[src/ssff_pkg.sv]
// Shared constants, types and segment lookup functions for the
// seven-segment frame formatter. No dependencies.
package ssff_pkg;

  typedef logic [7:0] seg_t;

  localparam int unsigned DIGITS = 4;
  localparam int unsigned FRAME_W = 36;

  // Request codes
  localparam logic [2:0] REQ_RAW    = 3'd0;
  localparam logic [2:0] REQ_HEX    = 3'd1;
  localparam logic [2:0] REQ_UDEC   = 3'd2;
  localparam logic [2:0] REQ_SDEC   = 3'd3;
  localparam logic [2:0] REQ_CHAR   = 3'd4;
  localparam logic [2:0] REQ_UPDATE = 3'd5;

  // Configuration register indexes
  localparam logic CFG_BLANK = 1'b0;
  localparam logic CFG_LEDS  = 1'b1;

  localparam seg_t SEG_ZERO  = 8'b11111100;
  localparam seg_t SEG_MINUS = 8'b00000010;
  localparam seg_t SEG_UNDER = 8'b00010000;
  localparam seg_t SEG_BLANK = 8'h00;
  localparam seg_t SEG_DP    = 8'h01;

  // Font for 0-9 and A-Z
  function automatic seg_t seg_font(input logic [5:0] idx);
    seg_t s;
    case (idx)
      6'd0:  s = 8'hFC;
      6'd1:  s = 8'h60;
      6'd2:  s = 8'hDA;
      6'd3:  s = 8'hF2;
      6'd4:  s = 8'h66;
      6'd5:  s = 8'hB6;
      6'd6:  s = 8'hBE;
      6'd7:  s = 8'hE0;
      6'd8:  s = 8'hFE;
      6'd9:  s = 8'hE6;
      6'd10: s = 8'hEE;
      6'd11: s = 8'h3E;
      6'd12: s = 8'h9C;
      6'd13: s = 8'h7A;
      6'd14: s = 8'h9E;
      6'd15: s = 8'h8E;
      6'd16: s = 8'hF6;
      6'd17: s = 8'h6E;
      6'd18: s = 8'h60;
      6'd19: s = 8'h78;
      6'd20: s = 8'h00;
      6'd21: s = 8'h1C;
      6'd22: s = 8'hEC;
      6'd23: s = 8'h2A;
      6'd24: s = 8'h3A;
      6'd25: s = 8'hCE;
      6'd26: s = 8'h00;
      6'd27: s = 8'h0A;
      6'd28: s = 8'hB6;
      6'd29: s = 8'hE0;
      6'd30: s = 8'h7C;
      6'd34: s = 8'h76;
      default: s = 8'h00;
    endcase
    return s;
  endfunction

  // Returns {hit, pattern}; hit is low for codes with no mapping
  function automatic logic [8:0] char_seg(input logic [7:0] ch);
    logic [8:0] r;
    logic [7:0] off;
    r = {1'b0, SEG_BLANK};
    off = 8'h00;
    if (ch == 8'd32) begin
      r = {1'b1, SEG_BLANK};
    end else if (ch == 8'd45) begin
      r = {1'b1, SEG_MINUS};
    end else if (ch == 8'd95) begin
      r = {1'b1, SEG_UNDER};
    end else if (ch inside {[8'd48:8'd57]}) begin
      off = ch - 8'd48;
      r = {1'b1, seg_font(off[5:0])};
    end else if (ch inside {[8'd65:8'd90]}) begin
      off = ch - 8'd55;
      r = {1'b1, seg_font(off[5:0])};
    end
    return r;
  endfunction

  function automatic logic [2:0] clamp_count(input logic [2:0] c);
    return (c > 3'(DIGITS)) ? 3'(DIGITS) : c;
  endfunction

endpackage

[src/seven_segment_frame_formatter_core.sv]
// Top level of the seven-segment frame formatter: digit store, serial
// binary-to-BCD converter, per-digit writer and frame builder. Uses ssff_pkg.

// Raw-segment and character writes finish at the accept edge and leave busy
// low. Hex writes keep busy high while they write one digit position per
// cycle. Decimal writes first run the bit-serial binary-to-BCD shift (one
// input bit per cycle) and then the digit writes. An update keeps busy high
// while it shifts one digit byte per cycle into the frame shift register, and
// the 36-bit frame is shown on out_frame with out_strobe high for exactly
// one cycle right after; the receiver cannot stall it, so it must take the
// word in that cycle. Configuration writes are always ready and belong to
// idle periods.
module seven_segment_frame_formatter_core import ssff_pkg::*; (
  input  logic                clk,
  input  logic                rst_n,
  input  logic                start,
  output logic                busy,
  input  logic [2:0]          in_req_type,
  input  logic [15:0]         in_value,
  input  logic [2:0]          in_position,
  input  logic [2:0]          in_count,
  output logic                out_strobe,
  output logic [FRAME_W-1:0]  out_frame,
  input  logic                cfg_valid,
  output logic                cfg_ready,
  input  logic                cfg_index,
  input  logic [5:0]          cfg_data
);

  localparam logic [1:0] ST_IDLE  = 2'd0;
  localparam logic [1:0] ST_BCD   = 2'd1;
  localparam logic [1:0] ST_PUT   = 2'd2;
  localparam logic [1:0] ST_FRAME = 2'd3;

  logic [1:0]         state_r, state_nxt;
  logic [3:0]         cnt_r, cnt_nxt;
  logic [15:0]        bin_r, bin_nxt;
  logic [15:0]        num_r, num_nxt;
  logic [3:0]         first_r, first_nxt;
  logic [2:0]         n_r, n_nxt;
  logic               blank_run_r, blank_run_nxt;
  logic [24:0]        frame_r, frame_nxt;
  logic               out_strobe_r, out_strobe_nxt;
  logic [FRAME_W-1:0] out_frame_r, out_frame_nxt;
  logic               blank_lead_r, blank_lead_nxt;
  logic [5:0]         led_mask_r, led_mask_nxt;
  seg_t               digit_r [DIGITS];
  seg_t               digit_nxt [DIGITS];

  logic [15:0] bcd_adj;
  logic [15:0] neg_mag;
  logic [2:0]  cnt_less;
  logic [8:0]  chr;
  logic [1:0]  pos_idx;
  logic [3:0]  last_pos;
  seg_t        dd;

  assign busy       = (state_r != ST_IDLE);
  assign cfg_ready  = 1'b1;
  assign out_strobe = out_strobe_r;
  assign out_frame  = out_frame_r;

  // add-3 correction on every BCD digit before the shift
  always_comb begin
    for (int i = 0; i < 4; i++) begin
      bcd_adj[4*i +: 4] = (num_r[4*i +: 4] >= 4'd5) ? num_r[4*i +: 4] + 4'd3
                                                   : num_r[4*i +: 4];
    end
  end

  assign neg_mag  = 16'd0 - in_value;
  assign cnt_less = (in_count == 3'd0) ? 3'd0 : in_count - 3'd1;
  assign chr      = char_seg(in_value[7:0]);
  assign pos_idx  = cnt_r[1:0];
  assign last_pos = first_r + {1'b0, n_r};

  always_comb begin
    state_nxt      = state_r;
    cnt_nxt        = cnt_r;
    bin_nxt        = bin_r;
    num_nxt        = num_r;
    first_nxt      = first_r;
    n_nxt          = n_r;
    blank_run_nxt  = blank_run_r;
    frame_nxt      = frame_r;
    out_strobe_nxt = 1'b0;
    out_frame_nxt  = out_frame_r;
    blank_lead_nxt = blank_lead_r;
    led_mask_nxt   = led_mask_r;
    digit_nxt      = digit_r;
    dd             = digit_r[pos_idx];

    if (cfg_valid && cfg_ready) begin
      case (cfg_index)
        CFG_BLANK: blank_lead_nxt = cfg_data[0];
        CFG_LEDS:  led_mask_nxt   = cfg_data;
        default: ;
      endcase
    end

    case (state_r)
      ST_IDLE: begin
        if (start) begin
          cnt_nxt   = 4'd0;
          first_nxt = {1'b0, in_position};
          n_nxt     = clamp_count(in_count);
          case (in_req_type)
            REQ_RAW: begin
              if (in_position < 3'(DIGITS)) digit_nxt[in_position[1:0]] = in_value[7:0];
            end
            REQ_HEX: begin
              num_nxt   = in_value;
              state_nxt = ST_PUT;
            end
            REQ_UDEC: begin
              bin_nxt   = in_value;
              num_nxt   = 16'd0;
              state_nxt = ST_BCD;
            end
            REQ_SDEC: begin
              num_nxt   = 16'd0;
              state_nxt = ST_BCD;
              bin_nxt   = in_value;
              if (in_value[15]) begin
                bin_nxt   = neg_mag;
                first_nxt = {1'b0, in_position} + 4'd1;
                n_nxt     = clamp_count(cnt_less);
                if (in_position < 3'(DIGITS)) digit_nxt[in_position[1:0]] = SEG_MINUS;
              end
            end
            REQ_CHAR: begin
              if (in_position < 3'(DIGITS) && chr[8]) begin
                digit_nxt[in_position[1:0]] = chr[7:0];
              end
            end
            REQ_UPDATE: begin
              frame_nxt     = 25'd1;
              blank_run_nxt = blank_lead_r;
              state_nxt     = ST_FRAME;
            end
            default: ;
          endcase
        end
      end
      ST_BCD: begin
        num_nxt = {bcd_adj[14:0], bin_r[15]};
        bin_nxt = {bin_r[14:0], 1'b0};
        cnt_nxt = cnt_r + 4'd1;
        if (cnt_r == 4'd15) begin
          state_nxt = ST_PUT;
          cnt_nxt   = 4'd0;
        end
      end
      ST_PUT: begin
        // position p takes the nibble of weight 16^(3-p), MSB nibble first
        if ({2'b00, pos_idx} >= first_r && {2'b00, pos_idx} < last_pos) begin
          digit_nxt[pos_idx] = seg_font({2'b00, num_r[15:12]});
        end
        num_nxt = {num_r[11:0], 4'h0};
        cnt_nxt = cnt_r + 4'd1;
        if (pos_idx == 2'(DIGITS - 1)) begin
          state_nxt = ST_IDLE;
          cnt_nxt   = 4'd0;
        end
      end
      ST_FRAME: begin
        if (blank_run_r && dd == SEG_ZERO && pos_idx != 2'(DIGITS - 1)) begin
          dd = SEG_BLANK;
        end else begin
          blank_run_nxt = 1'b0;
        end
        if (led_mask_r[{1'b0, pos_idx}]) dd = dd | SEG_DP;
        frame_nxt = {frame_r[16:0], dd};
        cnt_nxt   = cnt_r + 4'd1;
        if (pos_idx == 2'(DIGITS - 1)) begin
          out_frame_nxt  = {frame_r, dd, led_mask_r[4], led_mask_r[5], 1'b0};
          out_strobe_nxt = 1'b1;
          state_nxt      = ST_IDLE;
          cnt_nxt        = 4'd0;
        end
      end
      default: state_nxt = ST_IDLE;
    endcase
  end

  always_ff @(posedge clk) begin
    if (!rst_n) begin
      state_r      <= ST_IDLE;
      cnt_r        <= 4'd0;
      out_strobe_r <= 1'b0;
      blank_lead_r <= 1'b0;
      led_mask_r   <= 6'd0;
      for (int i = 0; i < DIGITS; i++) digit_r[i] <= SEG_BLANK;
    end else begin
      state_r      <= state_nxt;
      cnt_r        <= cnt_nxt;
      out_strobe_r <= out_strobe_nxt;
      blank_lead_r <= blank_lead_nxt;
      led_mask_r   <= led_mask_nxt;
      digit_r      <= digit_nxt;
    end
  end

  always_ff @(posedge clk) begin
    bin_r       <= bin_nxt;
    num_r       <= num_nxt;
    first_r     <= first_nxt;
    n_r         <= n_nxt;
    blank_run_r <= blank_run_nxt;
    frame_r     <= frame_nxt;
    out_frame_r <= out_frame_nxt;
  end

  a_update_goes_busy: assert property (@(posedge clk) disable iff (!rst_n)
    (start && !busy && in_req_type == REQ_UPDATE) |=> (busy && state_r == ST_FRAME))
    else $error("update request did not start frame build");

  a_strobe_after_frame: assert property (@(posedge clk) disable iff (!rst_n)
    out_strobe |-> ($past(state_r) == ST_FRAME && !busy))
    else $error("result strobe without frame build");

  a_frame_marks: assert property (@(posedge clk) disable iff (!rst_n)
    out_strobe |-> (out_frame[FRAME_W-1] && !out_frame[0]))
    else $error("frame start or stop bit wrong");

  a_single_strobe: assert property (@(posedge clk) disable iff (!rst_n)
    out_strobe |=> !out_strobe)
    else $error("result strobe longer than one cycle");

endmodule
[config.mk]
export PLATFORM = sky130hd
export DESIGN_NAME = seven_segment_frame_formatter_core
export DESIGN_NICKNAME = d
export VERILOG_FILES = /design/src/ssff_pkg.sv /design/src/seven_segment_frame_formatter_core.sv
export SDC_FILE = /design/constraint.sdc
export NUM_CORES = 1
export LEC_CHECK = 0
export ABC_AREA = 1
export BUFFER_PORTS_ARGS = -buffer_cell sky130_fd_sc_hd__buf_2
export CORE_AREA = 5 5 183 114
export DETAILED_ROUTE_END_ITERATION = 6
export DIE_AREA = 0 0 188 119
export GPL_ROUTABILITY_DRIVEN = 0
export PLACE_DENSITY = 0.73
export SLEW_MARGIN = 10
export SYNTH_ARGS = -nofsm -noshare
export SYNTH_HDL_FRONTEND = slang
export SYNTH_SLANG_ARGS = --single-unit
[constraint.sdc]
create_clock -name clk -period 3.31 [get_ports clk]
set_input_delay 0.331 -clock clk [delete_from_list [all_inputs] [get_ports clk]]
set_output_delay 0.331 -clock clk [all_outputs]
set_load 0.03 [all_outputs]
==> out/qor.yml, run 1 <==
synth_top_family_by_area: "simple AND/OR/NAND/NOR gates"
post-route-util_pct: 60.6
grt_overflow_total: 0
ys_types: 59
drive_gt1_share_pct: 15.1
max_cap_violations: 0
num_rows: 39
rsz0062_at_grt: "no"
hpwl_um: 21200
cts_hold_buf: 0
drtAntennaViolNets: 0
p_sw_share_pct: 39.0
slew-limit-headroom_pct: 35.1
clkSinkCount: 153
ff_latch_area_um2: 4060
min_from: "cfg_data[4]"
power.switching_mw: 2.60
synth-xor-area-share_pct: 0.937
start_util_pct: 54.6
p_seq_share_pct: 37.8
syn-instance-count: 1393
dpl_worst_slack_ns: 0.107
internal_power_mw: 4.07
cp_data_required_time_ns: 3.62
crit_fanout: 11
numCtsBuffers: 17
final_cell_mix: "nand2_1, nor2_1, inv_1"
synth_compound_area_share_pct: 15.9
grt_pass1_wl_um: 47000
drc_errors: 2
cts_tree: "yes"
ir_worst_vdd_uv: 435
stdcell_count: 1716
hold_path_end: "led_mask_r[4]$_SDFFE_PN0P_"
min_period_over_period_pct: 89.2
ff2ff_path_depth: 13
synth-simple-area-share_pct: 27.9
synth_seq_cells: 153
core_um2: 18800
grt_util_met2_pct: 35.1
grt_max_degree: 38
placed_cells: 1683
nets: 1545
ys_warn_count: 0
synthMuxAreaShare_pct: 0
outcome: "finished, violations left"
violations: "DRC"
top_usage_layer: "met1"
syn_avg_cell_area_um2: 7.38
max_slew.worst_pin.slew_ns: 0.968
dieArea_um2: 22400
grt_pass1_vias: 8803
synth_top_flop_cell: "edfxtp_1"
fillers: 1731
drv_slew: 0
vias: 9656
seq_area_frac_synth_pct: 39.5
met3_usage_pct: 6.93
port_buffers: 72
max_freq_mhz: 339
hold_path_depth: 3
area_delta_synth_final_pct: 11.1
leakage_nw: 5.21
layout_commonest_cell: "nand2_1"
drtIter0Drc: 1175
clock_skew_ns: 0.0135
min_period_ns: 2.95
clk_pin_slew_ns: 0.07
hold_class: "in2reg"
cts-root-buf: "clkbuf_16"
p_total_mw: 6.66
met1_usage_pct: 40.2
crit_type: "reg2reg"
wl_um: 28900
setup_viol: 0
syn_nets: 1481
async_reset_ff_share_pct: 0
track_usage_pct: 25.8
first_pass_iters: 7
diodes: 0
antenna_found_initial: 0
dieWidth_um: 188
multiInputGateArea_um2: 5280
end_kind: "flip-flop"
synth_area_um2: 10300
p_clk_share_pct: 27.5
combPwrFrac_pct: 34.7
fp.dieH_um: 119
synth_adder_area_share_pct: 6.40
avgViaCountPerCell: 5.63
setup_slack_ns: 0.356
power_density_nw_per_um2: 583
reg2reg_from: "state_r[1]$_SDFFE_PN0P_"
synth_enable_flop_cells: 100
finalHoldViolCount: 0
tns_ns: 0
clock_latency_ns: 0.44
wire_per_inst_um: 16.9
cp.arrival_ns: 3.26
cts_buffer_depth: 2
boundaryPins: 75
startpoint_type: "flip-flop"
htree_levels: 4
r2r_setup_slack_ns: 0.36
[cells in the mapped netlist (3+ instances only)]
master,n,area share [%]
a21oi_2,20,1.7
nor3_1,14,0.68
inv_2,12,0.44
buf_1,3,0.11
nand2_4,6,0.66
o21ai_0,106,5.2
nand2_1,373,14
a31oi_1,11,0.67
a21oi_1,98,4.8
o22ai_1,8,0.49
xor2_1,9,0.77
clkbuf_1,29,1.1
o211ai_1,5,0.37
a32oi_1,4,0.34
nor2_4,5,0.55
buf_4,7,0.51
o21ai_1,16,0.78
buf_2,13,0.63
nand3_1,65,3.2
nand4_1,6,0.37
dfxtp_1,53,10
o31ai_1,3,0.22
nor2_2,18,1.1
o21ai_2,3,0.26
edfxtp_1,100,29
buf_6,4,0.44
clkinv_1,6,0.22
ha_1,51,6.2
inv_1,148,5.4
nor2_1,149,5.4
nand2_2,9,0.55
[registers in the layout, indices dropped and copies added (netlist names), named ones only]
name	cells
bin_r	16
blank_lead_r	1
blank_run_r	1
cnt_r	4
digit_r	32
first_r	4
frame_r	25
led_mask_r	6
n_r	3
num_r	16
out_frame	35
out_strobe	1
state_r	2
[stage by stage]
stage / hold slack, ns / cell area (um2)
2_1_floorplan: 0.400 / 10300
3_3_place_gp: 0.402 / 10900
3_5_place_dp: 0.406 / 10900
4_1_cts: 0.150 / 11400
5_1_grt: 0.156 / 11400
6_report: 0.156 / 11400
[critical path: stages (launching register included)]
cell     delay, ns
dfxtp_1       0.40
inv_1         0.12
ha_1          0.33
nand2_1       0.15
nor2_1        0.11
nor3_4        0.49
inv_1         0.21
o21ai_0       0.22
buf_4         0.17
ha_1          0.23
inv_1         0.09
nor2_1        0.07
nor3_1        0.17
a31oi_1       0.06
[metal layers]
| metal | vias up | routed length [um] |
|---|---|---|
| li1 | 4700 | - |
| met1 | 4411 | 13500 |
| met2 | 507 | 11600 |
| met3 | 38 | 3410 |
| met4 | 0 | 339 |
| met5 | - | 0 |
[cells by family (layout without fill, tap and decap cells)]
group	after synthesis	after routing
simple gates	661	662
compound gates	288	288
buf+inv	226	302
flops	153	153
fa+ha+maj	52	52
xor+xnor	11	11
other cells	2	2
[power by group through the flow]
| stage | Combinational [mW] | Sequential, mW | Clock [mW] |
|---|---|---|---|
| floorplan | 1.67 | 2.49 | 0 |
| global placement | 2.16 | 2.54 | 0 |
| detailed placement | 2.23 | 2.55 | 0 |
| CTS | 2.25 | 2.51 | 1.85 |
| global route | 2.58 | 2.54 | 1.94 |
| finish | 2.31 | 2.52 | 1.83 |
[how the worst max path moves through the flow]
| stage | start | end | cells after the start |
|---|---|---|---|
| 2_1_floorplan | state_r[0]$_SDFFE_PN0P_ | flip-flop | 13 |
| 3_3_place_gp | state_r[0]$_SDFFE_PN0P_ | flip-flop | 14 |
| 3_5_place_dp | state_r[0]$_SDFFE_PN0P_ | flip-flop | 13 |
| 4_1_cts | state_r[1]$_SDFFE_PN0P_ | flip-flop | 13 |
| 5_1_grt | state_r[1]$_SDFFE_PN0P_ | flip-flop | 13 |
| 6_report | state_r[1]$_SDFFE_PN0P_ | flip-flop | 13 |
[final cells by class]
type                       count  area share (%)
tap                          246            2.69
multi-input combinational   1015            46.3
inverter                     168            5.60
sequential                   153            35.6
clock buffer                  22            4.16
timing repair buffer         102            5.13
clock inverter                10           0.581
[what timing repair did]
action	CTS	global route
endpoints found under the setup margin	0	7
resized for setup	0	0
setup buffers	0	0
(Power assumes the default switching activity.)
==> run 2, diff against run 1 <==
CORE_AREA = 5 5 213 133   (was 5 5 183 114)
DIE_AREA = 0 0 218 138   (was 0 0 188 119)
PLACE_DENSITY = unset   (was 0.73)
==> run 2 against run 1 <==
Compared with the run above: the run now ends clean; register-to-register slack gained 0.04 ns; cell area grew 2.0%; sequential cell count stayed put; sequential share of layout area down 0.71 points; via count shrank 0.86%; total power increased by 2.9%; global-route usage down 5.5 points; sequential power barely moved; wire length rose by 6.9%; critical path type unchanged; largest cell class unchanged.
==> out/qor.yml, run 2 (synthesis gave the netlist of run 1 again) <==
final_cell_mix: "nand2_1, nor2_1, inv_1"
core_um2: 26000
max_cap_violations: 0
cts-root-buf: "clkbuf_16"
min_period_ns: 2.92
outcome: "complete, no violations"
start_util_pct: 39.5
port_buffers: 72
drtAntennaViolNets: 0
grt_pass1_wl_um: 49600
avgViaCountPerCell: 5.23
vias: 9573
grt_max_degree: 36
dieWidth_um: 218
cts_resized: 0
fillers: 2676
crit_type: "reg2reg"
hold_class: "in2reg"
drive_gt1_share_pct: 15.3
crit_fanout: 13
wire_per_inst_um: 16.9
boundaryPins: 75
clkSinkCount: 153
ff_latch_area_um2: 4060
drtIter0Drc: 1088
num_rows: 46
clock_latency_ns: 0.44
numCtsBuffers: 17
cts_buffer_depth: 2
track_usage_pct: 20.3
clk_pin_slew_ns: 0.08
antenna_found_initial: 0
drc_errors: 0
area_delta_synth_final_pct: 13.3
cp_data_required_time_ns: 3.64
slew-limit-headroom_pct: 35.2
multiInputGateArea_um2: 5280
grt_overflow_total: 0
nets: 1547
power_density_nw_per_um2: 589
wl_um: 30900
grt_pass1_vias: 9065
hpwl_um: 22600
min_period_over_period_pct: 88.2
finalHoldViolCount: 0
startpoint_type: "flip-flop"
layout_commonest_cell: "nand2_1"
htree_levels: 4
drv_slew: 0
cts_hold_buf: 0
first_pass_iters: 5
clock_skew_ns: 0.0198
post-route-util_pct: 44.8
rsz0062_at_grt: "no"
post_cts_buffers: 0
cts_tree: "yes"
cp.arrival_ns: 3.24
leakage_nw: 5.24
timing.hold.ws_ns: 0.163
setup_viol: 0
ir_worst_vdd_uv: 422
tns_ns: 0
fp.dieH_um: 138
max_freq_mhz: 343
diodes: 0
largest_reg_flops: 35
end_kind: "flip-flop"
dieArea_um2: 30100
max_slew.worst_pin.slew_ns: 0.967
[run 2: final cells by class]
cell class	count	area share, %
multi-input combinational	1015	45.3
timing repair buffer	104	5.15
clock inverter	15	1.64
sequential	153	34.9
inverter	168	5.49
clock buffer	17	3.65
tap	360	3.87
[run 2: report_power, final]
group / internal [mW] / switching [mW] / leakage (nW) / total, mW
registers: 2.34 / 0.177 / 1.37 / 2.52
clock network: 1.03 / 0.985 / 0.298 / 2.02
logic: 0.709 / 1.62 / 3.58 / 2.32
[run 2: layer usage]
| layer | track usage (%) | up-vias | wire [um] |
|---|---|---|---|
| met2 | 28.8 | 401 | 12500 |
| met5 | 0 | - | 0 |
| li1 | - | 4705 | - |
| met4 | 3.24 | 0 | 223 |
| met3 | 4.12 | 22 | 2710 |
| met1 | 32.2 | 4445 | 15500 |
[run 2: path summary, 6_finish.rpt]
kind	startpoint	end	slack, ns	depth (start not counted)
worst min-delay path	cfg_data[1]	led_mask_r[1]$_SDFFE_PN0P_	0.16	3
worst min register to register	frame_r[22]$_SDFFCE_PN0P_	out_frame[33]$_DFFE_PP_	0.42	0
worst max register to register	first_r[0]$_DFFE_PP_	digit_r[21]$_SDFFE_PN0P_	0.39	16
worst max-delay path	first_r[0]$_DFFE_PP_	digit_r[21]$_SDFFE_PN0P_	0.39	16
[run 2: critical path: stages, from the launching register on]
cell and delay [ns]:
edfxtp_1 0.41, ha_1 0.25, fa_1 0.48, inv_1 0.04, ha_1 0.27, a21oi_1 0.15, nor2_1 0.06, o21ai_1 0.11
nand2_1 0.09, o21ai_1 0.12, inv_1 0.08, nor2_4 0.16, nand2_4 0.09, inv_8 0.11, nand2_4 0.14, nor2_1 0.18
a21oi_2 0.07
[run 2: metrics by stage]
step	power, mW	cells	instance area (um2)	setup WS [ns]
2_1_floorplan	4.16	1393	10300	0.339
3_3_place_gp	4.77	1799	11000	0.376
3_5_place_dp	4.80	1799	11000	0.256
4_1_cts	6.83	1831	11600	0.225
5_1_grt	7.29	1832	11700	0.156
6_report	6.86	1832	11700	0.392
